$ cat config.mk
export PLATFORM = sky130hd
export DESIGN_NAME = string_to_unsigned_parser
export DESIGN_NICKNAME = d
export VERILOG_FILES = /design/src/strp_pkg.sv /design/src/strp_decode.sv /design/src/strp_core.sv /design/src/string_to_unsigned_parser.sv
export SDC_FILE = /design/constraint.sdc
export NUM_CORES = 1
export LEC_CHECK = 0
export BUFFER_PORTS_ARGS = -buffer_cell sky130_fd_sc_hd__buf_2
export CAP_MARGIN = 10
export CORE_MARGIN = 10
export CORE_UTILIZATION = 50
export DETAILED_ROUTE_END_ITERATION = 8
export PLACE_DENSITY = 0.79
export SLEW_MARGIN = 20
export SYNTH_ARGS = -nofsm -noshare
export SYNTH_HDL_FRONTEND = slang
export SYNTH_SLANG_ARGS = --single-unit
$ cat constraint.sdc
create_clock -name clk -period 10.4 [get_ports clk]
set_input_delay 1.04 -clock clk [delete_from_list [all_inputs] [get_ports clk]]
set_output_delay 1.04 -clock clk [all_outputs]
set_load 0.02 [all_outputs]
$ cat src/strp_pkg.sv
// Shared types and constants for the string-to-unsigned parser.
package strp_pkg;

    // Result status codes
    typedef logic [1:0] status_t;
    localparam status_t STATUS_OK        = 2'd0;
    localparam status_t STATUS_OVERFLOW  = 2'd1;
    localparam status_t STATUS_NO_DIGITS = 2'd2;

    localparam int unsigned BASE_W = 6;
    typedef logic [BASE_W-1:0] radix_t;

    localparam radix_t RADIX_AUTO = 6'd0;
    localparam radix_t RADIX_ONE  = 6'd1;
    localparam radix_t RADIX_MIN  = 6'd2;
    localparam radix_t RADIX_OCT  = 6'd8;
    localparam radix_t RADIX_DEC  = 6'd10;
    localparam radix_t RADIX_HEX  = 6'd16;
    localparam radix_t RADIX_MAX  = 6'd36;

    // Character codes
    localparam logic [7:0] CHAR_SPACE = 8'h20;
    localparam logic [7:0] CHAR_TAB   = 8'h09;
    localparam logic [7:0] CHAR_CR    = 8'h0D;
    localparam logic [7:0] CHAR_PLUS  = 8'h2B;
    localparam logic [7:0] CHAR_MINUS = 8'h2D;
    localparam logic [7:0] CHAR_ZERO  = 8'h30;
    localparam logic [7:0] CHAR_NINE  = 8'h39;
    localparam logic [7:0] CHAR_UP_A  = 8'h41;
    localparam logic [7:0] CHAR_UP_X  = 8'h58;
    localparam logic [7:0] CHAR_UP_Z  = 8'h5A;
    localparam logic [7:0] CHAR_LO_A  = 8'h61;
    localparam logic [7:0] CHAR_LO_X  = 8'h78;
    localparam logic [7:0] CHAR_LO_Z  = 8'h7A;

    // Offsets from character code to digit value
    localparam logic [7:0] OFS_LOWER = 8'h57;
    localparam logic [7:0] OFS_UPPER = 8'h37;
    localparam logic [7:0] OFS_DIGIT = 8'h30;

    typedef struct packed {
        logic   blank;
        logic   plus;
        logic   minus;
        logic   zero;
        logic   hex_x;
        logic   alnum;
        radix_t digit;
    } char_class_t;

endpackage

$ cat src/strp_decode.sv
// Character classifier: white space, sign, prefix letters and digit value.
module strp_decode
(
    input  logic [7:0]           char_code,
    output strp_pkg::char_class_t cls
);

    logic       is_lower;
    logic       is_upper;
    logic       is_num;
    logic [7:0] value_wide;

    always_comb
    begin
        is_lower = (char_code >= strp_pkg::CHAR_LO_A) && (char_code <= strp_pkg::CHAR_LO_Z);
        is_upper = (char_code >= strp_pkg::CHAR_UP_A) && (char_code <= strp_pkg::CHAR_UP_Z);
        is_num   = (char_code >= strp_pkg::CHAR_ZERO) && (char_code <= strp_pkg::CHAR_NINE);

        if (is_lower)
            value_wide = char_code - strp_pkg::OFS_LOWER;
        else if (is_upper)
            value_wide = char_code - strp_pkg::OFS_UPPER;
        else
            value_wide = char_code - strp_pkg::OFS_DIGIT;

        cls.blank = (char_code == strp_pkg::CHAR_SPACE) ||
                    ((char_code >= strp_pkg::CHAR_TAB) && (char_code <= strp_pkg::CHAR_CR));
        cls.plus  = (char_code == strp_pkg::CHAR_PLUS);
        cls.minus = (char_code == strp_pkg::CHAR_MINUS);
        cls.zero  = (char_code == strp_pkg::CHAR_ZERO);
        cls.hex_x = (char_code == strp_pkg::CHAR_LO_X) || (char_code == strp_pkg::CHAR_UP_X);
        cls.alnum = is_lower || is_upper || is_num;
        cls.digit = value_wide[strp_pkg::BASE_W-1:0];
    end

endmodule

$ cat src/strp_core.sv
// Parse state, digit accumulator and result register.
module strp_core
#(
    parameter int unsigned OFFSET_BITS = 16,
    parameter int unsigned VALUE_BITS  = 64
)
(
    input  logic                   clk,
    input  logic                   rst_n,
    input  logic                   s_valid,
    input  logic [7:0]             s_char,
    input  logic                   s_last,
    output logic                   s_take,
    input  strp_pkg::radix_t       number_base,
    output logic                   out_valid,
    input  logic                   out_ready,
    output logic [VALUE_BITS-1:0]  parsed_value,
    output logic [OFFSET_BITS-1:0] end_offset,
    output strp_pkg::status_t      status
);

    localparam int unsigned PROD_W = VALUE_BITS + strp_pkg::BASE_W;

    typedef enum logic [2:0] {
        PH_SPACE,
        PH_SIGNED,
        PH_ZERO,
        PH_HEXPRE,
        PH_DIGITS,
        PH_DONE
    } phase_t;

    phase_t                 phase_reg, phase_next;
    logic [VALUE_BITS-1:0]  acc_reg, acc_next;
    strp_pkg::radix_t       base_reg, base_next;
    logic                   neg_reg, neg_next;
    logic                   ovf_reg, ovf_next;
    logic [OFFSET_BITS-1:0] pos_reg, pos_next;
    logic [OFFSET_BITS-1:0] ds_reg, ds_next;

    logic                   out_valid_reg, out_valid_next;
    logic [VALUE_BITS-1:0]  out_raw_reg, out_raw_next;
    logic                   out_neg_reg, out_neg_next;
    logic [OFFSET_BITS-1:0] out_ofs_reg, out_ofs_next;
    strp_pkg::status_t      out_status_reg, out_status_next;

    strp_pkg::char_class_t  cls;
    logic                   fire;
    logic                   bad_cfg;
    logic                   auto_or_hex;
    logic                   do_take;
    strp_pkg::radix_t       take_base;
    strp_pkg::radix_t       start_base;
    logic                   digit_ok;
    logic [PROD_W-1:0]      prod;
    logic                   prod_ovf;
    logic [OFFSET_BITS-1:0] next_pos;

    strp_decode u_decode
    (
        .char_code (s_char),
        .cls       (cls)
    );

    // A non-final item never produces a result, so it never waits
    assign s_take = !s_last || !out_valid_reg || out_ready;
    assign fire   = s_valid && s_take;

    always_comb
    begin
        bad_cfg     = (number_base == strp_pkg::RADIX_ONE) || (number_base > strp_pkg::RADIX_MAX);
        auto_or_hex = (number_base == strp_pkg::RADIX_AUTO) || (number_base == strp_pkg::RADIX_HEX);
        start_base  = (number_base == strp_pkg::RADIX_AUTO) ? strp_pkg::RADIX_DEC : number_base;

        do_take   = 1'b0;
        take_base = base_reg;
        case (phase_reg)
            PH_SPACE:
            begin
                do_take   = !cls.blank && !cls.plus && !cls.minus && !bad_cfg &&
                            !(cls.zero && auto_or_hex);
                take_base = start_base;
            end
            PH_SIGNED:
            begin
                do_take   = !bad_cfg && !(cls.zero && auto_or_hex);
                take_base = start_base;
            end
            PH_ZERO:
            begin
                do_take   = !cls.hex_x;
                take_base = (base_reg == strp_pkg::RADIX_AUTO) ? strp_pkg::RADIX_OCT
                                                               : strp_pkg::RADIX_HEX;
            end
            PH_HEXPRE, PH_DIGITS:
            begin
                do_take   = 1'b1;
                take_base = base_reg;
            end
            default:
            begin
                do_take   = 1'b0;
                take_base = base_reg;
            end
        endcase

        digit_ok = cls.alnum && (cls.digit < take_base) && (take_base >= strp_pkg::RADIX_MIN);
        prod     = PROD_W'(acc_reg) * PROD_W'(take_base) + PROD_W'(cls.digit);
        prod_ovf = |prod[PROD_W-1:VALUE_BITS];
        next_pos = (&pos_reg) ? pos_reg : pos_reg + 1'b1;
    end

    always_comb
    begin
        phase_next = phase_reg;
        acc_next   = acc_reg;
        base_next  = base_reg;
        neg_next   = neg_reg;
        ovf_next   = ovf_reg;
        pos_next   = pos_reg;
        ds_next    = ds_reg;

        out_valid_next  = out_valid_reg && !out_ready;
        out_raw_next    = out_raw_reg;
        out_neg_next    = out_neg_reg;
        out_ofs_next    = out_ofs_reg;
        out_status_next = out_status_reg;

        if (fire)
        begin
            pos_next = next_pos;

            if (do_take)
            begin
                base_next = take_base;
                if (digit_ok)
                begin
                    if (!ovf_reg)
                    begin
                        if (prod_ovf)
                        begin
                            ovf_next = 1'b1;
                            acc_next = '1;
                        end
                        else
                            acc_next = prod[VALUE_BITS-1:0];
                    end
                    ds_next    = next_pos;
                    phase_next = PH_DIGITS;
                end
                else
                    phase_next = PH_DONE;
            end
            else
            begin
                case (phase_reg)
                    PH_SPACE, PH_SIGNED:
                    begin
                        if (phase_reg == PH_SPACE && (cls.plus || cls.minus))
                        begin
                            neg_next   = cls.minus;
                            phase_next = PH_SIGNED;
                        end
                        else if (phase_reg == PH_SPACE && cls.blank)
                            phase_next = PH_SPACE;
                        else if (bad_cfg)
                            phase_next = PH_DONE;
                        else
                        begin
                            // leading zero: radix may still turn hex
                            base_next  = number_base;
                            acc_next   = '0;
                            ds_next    = next_pos;
                            phase_next = PH_ZERO;
                        end
                    end
                    PH_ZERO:
                    begin
                        base_next  = strp_pkg::RADIX_HEX;
                        phase_next = PH_HEXPRE;
                    end
                    default:
                        phase_next = phase_reg;
                endcase
            end

            if (s_last)
            begin
                out_valid_next = 1'b1;
                out_neg_next   = 1'b0;
                if (ds_next == '0)
                begin
                    out_raw_next    = '0;
                    out_ofs_next    = '0;
                    out_status_next = strp_pkg::STATUS_NO_DIGITS;
                end
                else if (ovf_next)
                begin
                    out_raw_next    = '1;
                    out_ofs_next    = ds_next;
                    out_status_next = strp_pkg::STATUS_OVERFLOW;
                end
                else
                begin
                    out_raw_next    = acc_next;
                    out_neg_next    = neg_next;
                    out_ofs_next    = ds_next;
                    out_status_next = strp_pkg::STATUS_OK;
                end

                // drop parse state ready for the next string
                phase_next = PH_SPACE;
                acc_next   = '0;
                base_next  = strp_pkg::RADIX_AUTO;
                neg_next   = 1'b0;
                ovf_next   = 1'b0;
                pos_next   = '0;
                ds_next    = '0;
            end
        end
    end

    always_ff @(posedge clk or negedge rst_n)
    begin
        if (!rst_n)
        begin
            phase_reg     <= PH_SPACE;
            acc_reg       <= '0;
            base_reg      <= strp_pkg::RADIX_AUTO;
            neg_reg       <= 1'b0;
            ovf_reg       <= 1'b0;
            pos_reg       <= '0;
            ds_reg        <= '0;
            out_valid_reg <= 1'b0;
        end
        else
        begin
            phase_reg     <= phase_next;
            acc_reg       <= acc_next;
            base_reg      <= base_next;
            neg_reg       <= neg_next;
            ovf_reg       <= ovf_next;
            pos_reg       <= pos_next;
            ds_reg        <= ds_next;
            out_valid_reg <= out_valid_next;
        end
    end

    always_ff @(posedge clk)
    begin
        out_raw_reg    <= out_raw_next;
        out_neg_reg    <= out_neg_next;
        out_ofs_reg    <= out_ofs_next;
        out_status_reg <= out_status_next;
    end

    assign out_valid    = out_valid_reg;
    assign parsed_value = out_neg_reg ? (~out_raw_reg + 1'b1) : out_raw_reg;
    assign end_offset   = out_ofs_reg;
    assign status       = out_status_reg;

    a_clear_after_last: assert property (@(posedge clk) disable iff (!rst_n)
        fire && s_last |=> phase_reg == PH_SPACE && pos_reg == '0 && ds_reg == '0)
        else $error("parse state not cleared after final item");

    a_no_digits_zero: assert property (@(posedge clk) disable iff (!rst_n)
        out_valid_reg && out_status_reg == strp_pkg::STATUS_NO_DIGITS |->
            out_raw_reg == '0 && out_ofs_reg == '0 && !out_neg_reg)
        else $error("no-digit result carries a value or offset");

    a_overflow_pinned: assert property (@(posedge clk) disable iff (!rst_n)
        out_valid_reg && out_status_reg == strp_pkg::STATUS_OVERFLOW |->
            (&out_raw_reg) && !out_neg_reg && out_ofs_reg != '0)
        else $error("overflow result not pinned at all ones");

    a_digit_radix: assert property (@(posedge clk) disable iff (!rst_n)
        phase_reg == PH_DIGITS |->
            base_reg >= strp_pkg::RADIX_MIN && base_reg <= strp_pkg::RADIX_MAX &&
            ds_reg != '0)
        else $error("digit phase with invalid radix or no digit offset");

    a_ovf_acc: assert property (@(posedge clk) disable iff (!rst_n)
        ovf_reg |-> (&acc_reg))
        else $error("overflow flag set with accumulator not saturated");

endmodule

$ cat src/string_to_unsigned_parser.sv
// Top level: streaming strtoul-style parser with input register and config register.
//
// Input channel (in_valid/in_ready): one character per item in char_in, with
// is_last high on the final character of a string. Output channel
// (out_valid/out_ready): one result item per string, given for the item
// flagged last: parsed_value, end_offset and status (ok, overflow, no digits).
// Configuration: cfg_write loads cfg_data into number_base in the same edge;
// 0 selects the radix from the 0x / 0 prefix, 2 to 36 fixes it.
//
// Throughput is one character per cycle unless a final character waits on a held
// result: the digit step is one multiply by the 6-bit radix plus add and overflow
// test between the input register and the parse state. The final character passes
// through the input register, then the result register, before out_valid.
// When the receiver stalls, the result register holds its item; characters
// keep flowing until the next final character, which waits in the input
// register until the held result is taken.
// Reset clears the parse state, empties both registers and sets number_base
// to automatic detection.
module string_to_unsigned_parser
#(
    parameter int unsigned OFFSET_BITS = 16,
    parameter int unsigned VALUE_BITS  = 64
)
(
    input  logic                   clk,
    input  logic                   rst_n,
    input  logic                   cfg_write,
    input  logic [5:0]             cfg_data,
    input  logic                   in_valid,
    output logic                   in_ready,
    input  logic [7:0]             char_in,
    input  logic                   is_last,
    output logic                   out_valid,
    input  logic                   out_ready,
    output logic [VALUE_BITS-1:0]  parsed_value,
    output logic [OFFSET_BITS-1:0] end_offset,
    output logic [1:0]             status
);

    strp_pkg::radix_t base_reg;
    logic             s_valid_reg, s_valid_next;
    logic [7:0]       s_char_reg;
    logic             s_last_reg;
    logic             s_take;

    assign in_ready = !s_valid_reg || s_take;

    always_comb
    begin
        s_valid_next = s_valid_reg;
        if (in_valid && in_ready)
            s_valid_next = 1'b1;
        else if (s_take)
            s_valid_next = 1'b0;
    end

    always_ff @(posedge clk or negedge rst_n)
    begin
        if (!rst_n)
        begin
            base_reg    <= strp_pkg::RADIX_AUTO;
            s_valid_reg <= 1'b0;
        end
        else
        begin
            if (cfg_write)
                base_reg <= cfg_data;
            s_valid_reg <= s_valid_next;
        end
    end

    // hold the character until the core takes it
    always_ff @(posedge clk)
    begin
        if (in_valid && in_ready)
        begin
            s_char_reg <= char_in;
            s_last_reg <= is_last;
        end
    end

    strp_core
    #(
        .OFFSET_BITS (OFFSET_BITS),
        .VALUE_BITS  (VALUE_BITS)
    )
    u_core
    (
        .clk          (clk),
        .rst_n        (rst_n),
        .s_valid      (s_valid_reg),
        .s_char       (s_char_reg),
        .s_last       (s_last_reg),
        .s_take       (s_take),
        .number_base  (base_reg),
        .out_valid    (out_valid),
        .out_ready    (out_ready),
        .parsed_value (parsed_value),
        .end_offset   (end_offset),
        .status       (status)
    );

endmodule

==> results.yml, run 1 <==
synth:
  seq_area_frac_synth: 0.227
  synth_flop_cell: "dfrtp_1"
  synth_fa_ha_area_frac: 0.285
  synth_cells: 2781
  yosys.area_share.simple: 0.211
  yosys_warnings: 0
  avgSynthCellArea_sq_um: 8.92
  synth_edf_count: 92
  ys_ff_latch: 207
  netlist_area_sq_um: 24800
  syn_nets: 3215
  synth.mux.area_fraction: 0.00847
  synth_cell_types: 78
  synth_compound_area_frac: 0.170
  async_flop_share: 0.556
  synth_top_family_by_area: "adder cells"
  synth-xor-area-share: 0.0491
floorplanning:
  die_area_sq_um: 58900
  io_pins: 104
  die_w_microns: 243
  num_rows: 81
  design.core.area_sq_um: 49100
  start_util: 0.506
  dieHeight_microns: 243
setup_path:
  cp_cell_sequence: "nor4_1, a21oi_1, o21ai_4, buf_4, and2_1, fa_1, ha_1, fa_1, inv_1, fa_1, inv_1, ha_1, a21oi_1, nand2_1, o2111ai_1, a31oi_1, o21ai_0, nand2_1, a211o_1, a311o_1, o31ai_4, buf_4, or2_2, o41ai_1"
  regToRegSetupSlack_ns: 2.06
  crit_end: "u_core.out_raw_reg[6]$_SDFFCE_PP0P_"
  critical_path_class: "reg2reg"
  critPathArrivalTime_ns: 8.63
  cp-end-kind: "flop"
  critPathLaunchType: "flop"
  r2r-start: "base_reg[0]$_DFFE_PN0P_"
  crit_slowest_cell: "o21ai_4"
  cp.required_ns: 10.69
  r2r-end: "u_core.out_raw_reg[6]$_SDFFCE_PP0P_"
  worstRegToRegCells: 24
  max_stage_delay_ns: 0.74
  startpoint: "base_reg[0]$_DFFE_PN0P_"
  critPathMostFrequentCell: "fa_1"
  path_max_fanout: 36
clock_network:
  cts_made_buffers: 24
  clock_latency_ns: 0.57
  clk_pin_slew_ns: 0.06
  cts_hold_buf: 0
  clock_sinks: 207
  clockBufferDepth: 3
  cts_root_buffer: "clkbuf_16"
  post_cts_resize_count: 0
  postCtsSetupBuffers: 0
  tritoncts: "yes"
  htreeDepth: 1
detailed_routing:
  drt-pass1-iter-count: 6
  wl_per_cell_microns: 21.1
  routed_wl_microns: 72600
  vias: 21100
  drtIter0Drc: 2260
  ant_nets: 0
  viasPerCell: 6.13
  drc: 0
timing:
  rsz0062_at_grt: "no"
  finalSetupTns_ns: 0
  slew_violations: 0
  fin_crit_sh: 0.802
  slew_headroom: 0.374
  max_freq_mhz: 120
  setup_violations: 0
  timing.final.crit_period_ns: 8.34
  skew_ns: 0.0172
  tightestPinTransition_ns: 0.939
  hold_violations: 0
finish:
  final_cell_mix: "326 x nand2_1, 274 x and2_1, 252 x fa_1"
  layout_commonest_cell: "nand2_1"
  nets: 3200
  final_area_sq_um: 26600
  drive_gt1_frac: 0.0776
  area_growth_pct: 7.10
pwr:
  power_leakage_nw: 12.2
  p_per_area_nw_per_um2: 192
  ir_drop_mv: 0.140
global_routing:
  gr-total-overflow: 0
  grt_pass1_vias: 21800
  grt_max_degree: 68
  grt_use_total: 0.243
  grt_pass1_wl_microns: 119000
  antenna_found_initial: 2
hold_path:
  hp-class: "reg2reg"
placement:
  gp_congestion: 0.991
  dpl.hpwl_microns: 55200
  dpl_cell_area_sq_um: 25800
  port_buffers: 103
job:
  max_cap_viol_count: 0
status:
  run_status: "finished, final reports clean"
==> logic make-up (layout without fill, tap and decap cells) <==
logic type / Yosys count / in the layout
other: 0 / 1
adders and majority gates: 414 / 414
AOI/OAI and AO/OA: 676 / 676
and+or+nand+nor: 1001 / 1001
muxes: 19 / 19
buffers and inverters: 325 / 328
DFF: 207 / 207
xor gates and xnor gates: 139 / 139
==> synth_stat cells, types with 9 or more instances <==
cell      number  area (sq um)
o21ai_0      195           976
and2_1       274          1710
a22o_1        21           184
o21a_1        20           150
nor2b_1       71           444
or4_1         17           128
o21bai_1      11          82.6
xor2_1        34           298
or3_1         16           100
a211oi_1       9          67.6
edfxtp_1      92          2760
clkbuf_1     157           589
nor2_1       102           383
a31oi_1       24           150
nor3_1        26           130
a21o_1        40           300
and3_1        11          68.8
o211ai_1      18           135
mux2_2        16           180
nand3_1       36           180
nand2b_1      25           156
nand4_1       34           213
or2_2         10          62.6
nor4_1        20           125
o221ai_1      29           254
o31ai_1       36           270
ha_1         162          2030
nand2_1      329          1230
o41ai_1       17           149
inv_1        158           593
dfrtp_1      115          2880
xnor2_1      105           920
a21oi_1      196           981
fa_1         252          5040
==> metal layers <==
| layer | global-route usage | share of wire |
|---|---|---|
| met5 | 0 | 0 |
| met3 | 0.0555 | 0.093 |
| met2 | 0.390 | 0.46 |
| met4 | 0.0768 | 0.032 |
| met1 | 0.321 | 0.42 |
==> how the worst min path moves through the flow <==
| stage | endpoint | startpoint | cells after the start |
|---|---|---|---|
| 3_3_place_gp | u_core.neg_reg$_DFFE_PN0P_ | u_core.neg_reg$_DFFE_PN0P_ | 2 |
| 5_1_grt | u_core.neg_reg$_DFFE_PN0P_ | u_core.neg_reg$_DFFE_PN0P_ | 2 |
| 4_1_cts | u_core.neg_reg$_DFFE_PN0P_ | u_core.neg_reg$_DFFE_PN0P_ | 2 |
| 2_1_floorplan | u_core.neg_reg$_DFFE_PN0P_ | u_core.neg_reg$_DFFE_PN0P_ | 2 |
| 3_5_place_dp | u_core.neg_reg$_DFFE_PN0P_ | u_core.neg_reg$_DFFE_PN0P_ | 2 |
| 6_report | u_core.neg_reg$_DFFE_PN0P_ | u_core.neg_reg$_DFFE_PN0P_ | 2 |
==> worst max-delay path: cells and delay by family, from the launching register on <==
family | cells | cell delay [ns]
AOI/OAI and AO/OA | 10 | 3.33
adders and majority gates | 5 | 2.03
and+or+nand+nor | 5 | 1.29
buffers and inverters | 4 | 0.93
DFF | 1 | 0.43
==> layout make-up <==
type / instances / area (sq um)
multi-input cells: 2249 / 18000
diodes: 1 / 2.50
inverters: 159 / 598
well taps: 664 / 831
clock buffers: 35 / 682
flip-flops and latches: 207 / 5640
fillers: 4427 / 22500
clock inverters: 9 / 129
repair buffers: 125 / 683
==> metrics by stage <==
| stage | util | cells | total power [W] | setup slack [ns] | hold WS (ns) |
|---|---|---|---|---|---|
| 3_3_place_gp | 0.525 | 3404 | 0.00409 | 2.29 | 0.467 |
| 3_5_place_dp | 0.525 | 3404 | 0.00417 | 2.13 | 0.485 |
| 5_1_grt | 0.542 | 3448 | 0.00551 | 1.59 | 0.534 |
| 2_1_floorplan | - | 2781 | 0.00332 | 3.12 | 0.450 |
| 4_1_cts | 0.542 | 3448 | 0.00507 | 2.14 | 0.500 |
| 6_report | 0.542 | 3449 | 0.00511 | 2.06 | 0.504 |
==> where the power goes <==
| part | switching, W | internal, W |
|---|---|---|
| combinational | 0.00200 | 0.00106 |
| sequential | 0.000190 | 0.000977 |
| clock | 0.000373 | 0.000509 |
Note: power is estimated with default switching activity, not from simulation.
==> inputs of run 2 (changes only) <==
- PLACE_DENSITY: 0.79 -> 0.81
- clock period: 10.4 -> 7.5 ns (I/O delays scaled with it)
==> run 2 against run 1 <==
Net effect:
- core utilization grew 1.2 points
- worst hold slack lost 0.31 ns
- first-iteration DRC count grew 3.4%
- cell area grew 2.3%
- power grew 47%
- worst setup slack lost 1.8 ns
- largest power group unchanged
- routed wire length grew 3.7%
- final cell count grew 0.96%
- combinational power grew 46%
- global-route usage grew 0.57 points
- register-to-register slack lost 1.8 ns
==> results.yml, run 2 (synthesized netlist as in run 1, its figures left out) <==
setup_path:
  critical_path_class: "reg2reg"
  critPathArrivalTime_ns: 7.51
  r2r-start: "u_core.base_reg[0]$_DFFE_PN0P_"
  critPathTopFamily: "adder cells"
  critPathLaunchType: "flop"
  crit_slowest_cell: "fa_1"
  startpoint: "u_core.base_reg[0]$_DFFE_PN0P_"
  worstRegToRegCells: 26
  crit_end: "u_core.out_raw_reg[3]$_SDFFCE_PP0P_"
  cp-end-kind: "flop"
  crit_buf_inv: 6
  r2r-end: "u_core.out_raw_reg[3]$_SDFFCE_PP0P_"
  path_max_fanout: 39
  cp.depth: 26
  cp.required_ns: 7.78
  max_stage_delay_ns: 0.56
  regToRegSetupSlack_ns: 0.27
global_routing:
  busiest_layer: "met2"
  grt_max_degree: 70
  grt_pass1_vias: 22200
  gr-total-overflow: 0
  use_met2: 0.407
  grt_pass1_wl_microns: 120000
  grt_use_total: 0.249
  antenna_found_initial: 3
  grt_use_met3: 0.0506
  grt_use_met1: 0.324
timing:
  whs_ns: 0.192
  finalSetupTns_ns: 0
  slew_violations: 0
  timing.final.crit_period_ns: 7.23
  skew_ns: 0.0180
  fin_ws_ns: 0.266
  tightestPinTransition_ns: 0.956
  setup_violations: 0
  hold_violations: 0
  slew_headroom: 0.363
  max_freq_mhz: 138
  fin_crit_sh: 0.965
detailed_routing:
  ant_nets: 0
  drt-pass1-iter-count: 6
  wl_per_cell_microns: 21.6
  drc: 0
  routed_wl_microns: 75300
  vias: 21900
  viasPerCell: 6.28
  drtIter0Drc: 2337
floorplanning:
  die_w_microns: 243
  design.core.area_sq_um: 49100
  die_area_sq_um: 58900
  dieHeight_microns: 243
  start_util: 0.506
  io_pins: 104
  num_rows: 81
placement:
  port_buffers: 103
  gp_congestion: 0.980
  place_ws_ns: 0.195
  dp.cells: 3429
  dpl.hpwl_microns: 56300
clock_network:
  clock_latency_ns: 0.59
  cts_root_buffer: "clkbuf_16"
  tritoncts: "yes"
  clock_sinks: 207
  cts_hold_buf: 0
  cts_made_buffers: 26
  htreeDepth: 1
  clockBufferDepth: 3
  clk_pin_slew_ns: 0.06
finish:
  area_growth_pct: 9.53
  layout_commonest_cell: "nand2_1"
  final_cell_mix: "325 x nand2_1, 274 x and2_1, 252 x fa_1"
  fill_cells: 4341
  nets: 3232
  fin_util: 0.554
  drive_gt1_frac: 0.0962
  antennaDiodeCount: 0
  stdcell_count: 3482
pwr:
  p_per_area_nw_per_um2: 276
  power_leakage_nw: 12.5
  ir_drop_mv: 0.210
status:
  run_status: "finished, final reports clean"
hold_path:
  hp-class: "in2async"
job:
  max_cap_viol_count: 0
## run 2: changes by cell type in the layout (fill, tap and decap cells not counted), sizes merged
cell      change
buf          +29
clkinvlp      -1
bufinv        +2
diode         -1
clkbuf        +5
clkinv        -2
inv           +1
## run 2: final cells by class
type	instances	area [sq um]	share of cell area
Multi-Input combinational cell	2249	18100	0.666
Sequential cell	207	5640	0.208
Timing Repair Buffer	155	1040	0.0384
Tap cell	664	831	0.0306
Clock buffer	39	782	0.0288
Inverter	159	598	0.0220
Clock inverter	9	175	0.00644
## run 2: what timing repair did
item	in CTS	in global routing
buffers inserted	0	4
resized for setup	0	37
setup endpoints to repair	0	124
## run 2: metal layers
metal,wire [microns],vias up
li1,-,9653
met1,30400,10800
met2,35100,1181
met3,6900,201
met4,2830,4
met5,37,-
## run 2: worst min path at each step
stage / endpoint / slack [ns]
global placement: u_core.neg_reg$_DFFE_PN0P_ / 0.47
detailed placement: u_core.neg_reg$_DFFE_PN0P_ / 0.50
global route: u_core.ds_reg[3]$_DFFE_PN0P_ / 0.23
floorplan: base_reg[0]$_DFFE_PN0P_ / 0.45
CTS: u_core.ds_reg[3]$_DFFE_PN0P_ / 0.19
finish: u_core.ds_reg[3]$_DFFE_PN0P_ / 0.19
## run 2: per-stage QoR
stage                     area (sq um)  power [W]
after global placement           26000    0.00576
after detailed placement         26000    0.00590
after global routing             27200    0.00806
after CTS                        27000    0.00736
after floorplan                  24800    0.00460
final                            27200    0.00751
## run 2: where the power goes
group | leakage (nW) | switching [W] | total (W) | internal (W)
clock | 0.467 | 0.000545 | 0.00141 | 0.000862
sequential | 2.45 | 0.000271 | 0.00163 | 0.00136
combinational | 9.57 | 0.00287 | 0.00448 | 0.00161
total | 12.5 | 0.00368 | 0.00751 | 0.00383
## run 2: worst reg2reg max path: stages, from the launching register on
cell and delay, ns:
dfrtp_1 0.40, nor4_2 0.32, a41oi_1 0.16, o22a_2 0.32, buf_4 0.26, and2_1 0.26, fa_1 0.53, inv_1 0.07
fa_1 0.56, inv_1 0.07, fa_1 0.48, ha_1 0.30, ha_1 0.41, a21oi_1 0.26, o21a_1 0.23, o211ai_1 0.11
a21o_1 0.19, a211oi_1 0.26, buf_4 0.21, a31oi_1 0.14, xnor2_1 0.18, a31oi_1 0.20, nand4_1 0.24, buf_12 0.27
o21ai_0 0.28, buf_4 0.16, a21oi_1 0.06
